--- config.mk ---
export PLATFORM = sky130hd
export DESIGN_NAME = tmh_ram
export DESIGN_NICKNAME = d
export VERILOG_FILES = /design/src/sv/tmh_ram.sv
export SDC_FILE = /design/constraint.sdc
export NUM_CORES = 1
export LEC_CHECK = 0
export ABC_AREA = 1
export BUFFER_PORTS_ARGS = -buffer_cell sky130_fd_sc_hd__buf_2
export CAP_MARGIN = 10
export CORE_MARGIN = 2
export CORE_UTILIZATION = 55
export CTS_CLUSTER_DIAMETER = 50
export DETAILED_ROUTE_END_ITERATION = 6
export PLACE_DENSITY_LB_ADDON = 0.1
export SLEW_MARGIN = 20
export SYNTH_ARGS = -nofsm -noshare
export SYNTH_HDL_FRONTEND = slang
export SYNTH_SLANG_ARGS = --single-unit
--- constraint.sdc ---
create_clock -name clk -period 1.19 [get_ports clk]
set_clock_uncertainty 0.1 [all_clocks]
set_input_delay 0.119 -clock clk [delete_from_list [all_inputs] [get_ports clk]]
set_output_delay 0.119 -clock clk [all_outputs]
set_load 0.1 [all_outputs]
--- src/sv/tmh_ram.sv ---
// Generic single-write, single-read RAM with a registered read port.
module tmh_ram #(
  parameter int unsigned WIDTH = 8,
  parameter int unsigned DEPTH = 16
) (
  input  logic                     clk,
  input  logic                     we,
  input  logic [$clog2(DEPTH)-1:0] waddr,
  input  logic [WIDTH-1:0]         wdata,
  input  logic [$clog2(DEPTH)-1:0] raddr,
  output logic [WIDTH-1:0]         rdata
);

  logic [WIDTH-1:0] mem [DEPTH];

  always_ff @(posedge clk) begin
    if (we) begin
      mem[waddr] <= wdata;
    end
    rdata <= mem[raddr];
  end

endmodule

Yosys cells after proc, flatten, opt, wreduce, memory -nomap -nowiden
Memories as Yosys holds them, arrays and structs flattened. A register that Yosys moved wholly into a read port is not among the register bits.
Cells that the tools add are included.
- memories: 1
- register bits: 0
- output and inout port bits: 8
- RAM bits: 128
- memory list (name ; depth ; width ; read ports ; clocked after Yosys merged registers in ; wr ports ; RTL line ; RTL):
    mem ; 16 ; 8 ; 1 ; 1 ; 1 ; 14 ; logic [WIDTH-1:0] mem [DEPTH];
- multiplexer cells: 2
- operator list (operator ; count):
    two-way mux 1 bit ; 2

Logic depth before layout (Yosys ltp)
Gate-level depths: netlist of the first run.
- depth in word-level cells: 2
- mapped depth: 8
- depth with buffers taken out: 7

Worst setup path after synthesis of the first run
OpenSTA, ideal clock, no wires.
- kind: input -> register
- start: input port waddr[3]
- end: memory mem[4][0] (enable)
- path slack: 0.020 ns
- data arrival time: 0.700 ns
- cell stages on the path: 2
- cell sequence: nand3b_1 -> nor2_1
- RTL lines (element ; RTL line ; RTL):
    start: declaration ; 8 ; input logic [$clog2(DEPTH)-1:0] waddr,
    end: declaration ; 14 ;
Straight into the memory's write port.

Worst setup path after layout of the first run
- start: register rdata[6], read port of mem
- end: output port rdata[6]
- RTL lines (element ; RTL line ; RTL):
    start: declaration ; 11 ; output logic [WIDTH-1:0] rdata
No word-level cell between the ends.

==> results of run 1 <==
==> metal layers <==
layer	global-route usage	routed length [um]	share of wire	vias to the layer above
met5	0	0	0	-
met4	0.122	332	0.025	0
met3	0.0570	868	0.066	26
met2	0.395	6450	0.49	124
met1	0.329	5410	0.41	1886
li1	-	-	-	1883
==> cell usage after synthesis (all sizes together) <==
library cell  number
nand3             97
nor2              17
inv              102
nand2            173
buf               24
edfxtp           128
nand3b             2
dfxtp              8
==> metrics by stage <==
| stage | setup TNS, ns | util |
|---|---|---|
| floorplan | 0 | - |
| global placement | -1.13 | 0.616 |
| detailed placement | -1.34 | 0.616 |
| CTS | -0.701 | 0.678 |
| global route | -0.804 | 0.679 |
| finish | -0.590 | 0.679 |
==> power groups by stage <==
stage / sequential (mW) / combinational (mW) / clock, mW
CTS: 5.42 / 1.05 / 4.74
floorplan: 5.71 / 0.378 / 0
finish: 5.41 / 1.05 / 4.69
global placement: 5.50 / 1.00 / 0
detailed placement: 5.51 / 1.02 / 0
global route: 5.42 / 1.12 / 4.96
==> worst max path at each step <==
| stage | end | slack, ns |
|---|---|---|
| 2_1_floorplan | mem[4][0]$_DFFE_PP_ | 0.02 |
| 3_3_place_gp | rdata[2]$_DFF_P_ | -0.09 |
| 3_5_place_dp | rdata[5]$_DFF_P_ | -0.1 |
| 4_1_cts | rdata[5] | -0.11 |
| 5_1_grt | rdata[5] | -0.12 |
| 6_report | rdata[6] | -0.1 |
==> cells by family after synthesis <==
group	synth area share
buffers and inverters	0.0952
DFF	0.694
and+or+nand+nor	0.210
==> worst register-to-register path, cell delays in order (launching register included) <==
cell	delay [ns]
edfxtp_1	0.36
inv_1	0.06
nand2_1	0.04
nand3_1	0.10
nand3_1	0.14
nand3_1	0.13
nand2_1	0.06
==> registers in the layout (all words and copies together) (netlist names) <==
signal  flops
mem       128
rdata       8
==> cell type report <==
| class | count | area [sq um] | area share |
|---|---|---|---|
| sequential | 136 | 4020 | 0.578 |
| tap | 136 | 170 | 0.0245 |
| inverter | 102 | 383 | 0.0551 |
| clock inverter | 10 | 80.1 | 0.0115 |
| clock buffer | 21 | 449 | 0.0646 |
| multi-input combinational | 289 | 1220 | 0.176 |
| timing repair buffer | 61 | 628 | 0.0904 |
==> repair_timing <==
item                                   4_1_cts  5_1_grt
hold buffers                                10        0
endpoints found under the hold margin      135        0
setup endpoints to repair                    8       10
resized for setup                            9        2
setup buffers                                0        0
==> reports/metrics.cfg, run 1 <==
[logic_synthesis]
synth_seq_area_share = 0.694
yosys.area.top_type = edfxtp_1
avgSynthCellArea_sq_um = 10.5
synth_nets = 569
synthCells = 551
synth_cell_type_count = 12
synthTopCellsByArea = edfxtp_1 (67%), nand2_1 (11%), nand3_1 (8.4%)
yosysTopAreaCellShare = 0.667
synth-seq-cells = 136
yosys_warnings = 0
syn-cell-area_sq_um = 5770

[critical_path]
cp_max_fo = 1
crit_path_end_kind = primary output
r2r_end = rdata[5]$_DFF_P_
critPathLaunch = rdata[6]$_DFF_P_
reg2reg_slack_ns = 0.07
crit_chain = buf_12
arrival_ns = 1.07
required_ns = 0.97
path_depth = 1
r2r_cells = 6
rr_startpoint = mem[7][5]$_DFFE_PP_
crit_type = flip-flop to primary output
slowest_stage = dfxtp_2
path_buf_inv = 1
max_stage_delay_ns = 0.36
cpLargestDelayFamily = flip-flops
cp-start-kind = flip-flop

[routing]
ant_nets = 0
routed_wl_um = 13100
wl_per_cell_um = 17.3
drc = 0
viasPerCell = 5.19
first_iter_violations = 275
num_vias = 3919
drtPass1Iterations = 4

[sta]
setup_violations = 8
whs_ns = 0.0820
fin_crit_sh = 1.08
fin_ws_ns = -0.0956
relSlewSlack = 0.747
period_minus_slack_ns = 1.29
drv_slew = 0
rsz0062_at_grt = yes
fmax_mhz = 778
tightest_slew_ns = 0.380
hold_viol_final = 0

[cells_and_area]
layout_common_cells = nand2_1 (173), edfxtp_1 (128), inv_1 (100)
final_area_sq_um = 6950
nets = 625
finalNonFillerCells = 755
layout-drive-gt1-share = 0.149
final_common_cell = nand2_1
diodes = 0
n_fill_cell = 774
syn_to_final_growth_pct = 20.5

[pwr]
p_sw_frac = 0.234
seqPwrFrac = 0.485
netSwitchingPower_mw = 2.61
combPwrFrac = 0.094
power.total_mw = 11.2
p_leak_nw = 3.03
power.density_nw_per_um2 = 1600
power_frac_clock = 0.421
ir_drop_v = 0.000910
p_int_mw = 8.55

[floorplan]
coreArea_sq_um = 10200
rows = 37
io_pins = 26
dieArea_sq_um = 11300
dieWidth_um = 106
die_y_um = 106
initial_core_util = 0.564

[clocking]
clk_latency_ns = 0.53
clkSinkCount = 136
clk_path_buf_depth = 2
cts_buffers = 17
ctsRootBufferMaster = clkbuf_8
htreeDepth = 4
path_clk_slew_ns = 0.06
tritoncts = done

[placement]
dpl-instance-area_sq_um = 6300
dp.cells = 714
place_ws_ns = -0.0986
dp_hpwl_um = 7760
routabilityCongestion = 0.843
io_buffer_count = 25

[worst_hold_path]
hold_depth = 6
hold_end = rdata[3]$_DFF_P_
hold_path_class = input pin to flip-flop
hp-start = raddr[1]

[grt]
grt_max_degree = 65
grt_remaining_overflow = 0
grt_pass1_vias = 3821
track_usage = 0.250
antenna_found_initial = 0
grt_pass1_wl_um = 20700

[job]
maxCapViolations = 0

[status]
status = finished, violations left
violations = setup timing

No activity file was read; power rests on OpenSTA's default activity.
==> run 2, diff against run 1 <==
Settings changed: CELL_PAD_IN_SITES_DETAIL_PLACEMENT set to 1, CELL_PAD_IN_SITES_GLOBAL_PLACEMENT set to 1, CORE_UTILIZATION 55 to 44, SKIP_CTS_REPAIR_TIMING set to 1.
==> run 2 against run 1 <==
Against the previous run:
- the run now ends clean
- worst hold slack worse by 0.065 ns
- combinational power barely moved
- register-to-register slack worse by 0.02 ns
- final cell count grew 4.2%
- clock-buffer cell count is 3 lower
- first-iteration DRC count shrank 17%
- final area rose by 0.31%
- clock power rose by 4.3%
- largest power group unchanged
- highest routed layer unchanged
==> reports/metrics.cfg, run 2 (synthesized netlist as in run 1, its figures left out) <==
[status]
status = complete, no violations

[cells_and_area]
final_common_cell = nand2_1
largest_register_ffs = 128
syn_to_final_growth_pct = 20.9
layout-drive-gt1-share = 0.156
diodes = 0
layout_common_cells = nand2_1 (173), edfxtp_1 (128), inv_1 (100)
nets = 620
n_fill_cell = 1439
largest-register = mem
reg_top3 = mem x128, rdata x8

[grt]
antenna_found_initial = 0
grt_max_degree = 48
grt_pass1_vias = 4104
grt_pass1_wl_um = 22900
grt_remaining_overflow = 0
track_usage = 0.226

[sta]
tightest_slew_ns = 0.416
drv_slew = 0
relSlewSlack = 0.723
hold_viol_final = 0
fmax_mhz = 846
fin_crit_sh = 0.994
setup_violations = 0
fin_ws_ns = 0.00734
rsz0062_at_grt = yes
period_minus_slack_ns = 1.18

[pwr]
power.total_mw = 11.4
power.density_nw_per_um2 = 1630
p_leak_nw = 3.03
ir_drop_v = 0.00133

[clocking]
clkSinkCount = 136
cts_buffers = 17
path_clk_slew_ns = 0.06
ctsRootBufferMaster = clkbuf_16
clk_path_buf_depth = 2
htreeDepth = 4
tritoncts = done
clk_latency_ns = 0.42

[floorplan]
coreArea_sq_um = 12700
dieWidth_um = 118
rows = 41
io_pins = 26
die_y_um = 118
dieArea_sq_um = 14000
initial_core_util = 0.453

[routing]
first_iter_violations = 227
num_vias = 3920
wl_per_cell_um = 19.1
ant_nets = 0
routed_wl_um = 15000
drc = 0
drtPass1Iterations = 5
viasPerCell = 4.98

[critical_path]
slowest_stage = dfxtp_4
crit_type = flip-flop to primary output
arrival_ns = 0.96
crit_path_end_kind = primary output
cp-start-kind = flip-flop
cpLargestDelayFamily = flip-flops
cp_max_fo = 1
path_buf_inv = 1
required_ns = 0.97
crit_chain = buf_12
max_stage_delay_ns = 0.37

[placement]
io_buffer_count = 25
routabilityCongestion = 0.781
dp_hpwl_um = 9530
place_ws_ns = -0.145

[job]
maxCapViolations = 0

[worst_hold_path]
hold_path_class = input pin to flip-flop

run 2: cell count changes in the layout (fill, tap and decap cells not counted), sizes merged:
cell,change
clkbuf,-3
clkinv,+4
bufinv,+1
clkinvlp,-1
buf,+5
dlygate4sd3,-10
run 2: per-layer routing:
metal / global-route usage / routed length, um / up-vias
li1: - / - / 1879
met1: 0.305 / 6820 / 1930
met2: 0.351 / 7140 / 97
met3: 0.0594 / 824 / 14
met4: 0.0848 / 227 / 0
met5: 0 / 0 / -
run 2: layout make-up:
class / count / area [sq um] / share of cell area
clock buffers: 18 / 429 / 0.0616
clock inverters: 14 / 114 / 0.0163
multi-input cells: 289 / 1240 / 0.178
inverters: 102 / 383 / 0.0549
flip-flops and latches: 136 / 4020 / 0.577
repair buffers: 56 / 566 / 0.0811
well taps: 172 / 215 / 0.0309
run 2: through the flow:
stage	TNS, ns	std cells	util	hold slack (ns)	cell area (sq um)
2_1_floorplan	0	551	-	0.118	5770
5_1_grt	-0.0814	787	0.548	0.0105	6970
3_3_place_gp	-1.36	755	0.502	0.444	6380
3_5_place_dp	-3.21	755	0.502	0.449	6380
6_report	0	787	0.548	0.0173	6970
4_1_cts	-0.434	787	0.544	0.00602	6920
run 2: path summary, 6_finish.rpt:
check / start / end / slack (ns) / cells after the start
worst min register to register: mem[6][2]$_DFFE_PP_ / rdata[2]$_DFF_P_ / 0.58 / 6
worst max-delay path: rdata[0]$_DFF_P_ / rdata[0] / 0.007 / 1
worst max register to register: mem[8][5]$_DFFE_PP_ / rdata[5]$_DFF_P_ / 0.05 / 6
worst min-delay path: wdata[4] / mem[10][4]$_DFFE_PP_ / 0.02 / 1
run 2: where the power goes:
part           internal, mW  switching (mW)
sequential             5.36          0.0565
combinational         0.339           0.725
clock                  3.01            1.88
total                  8.71            2.66
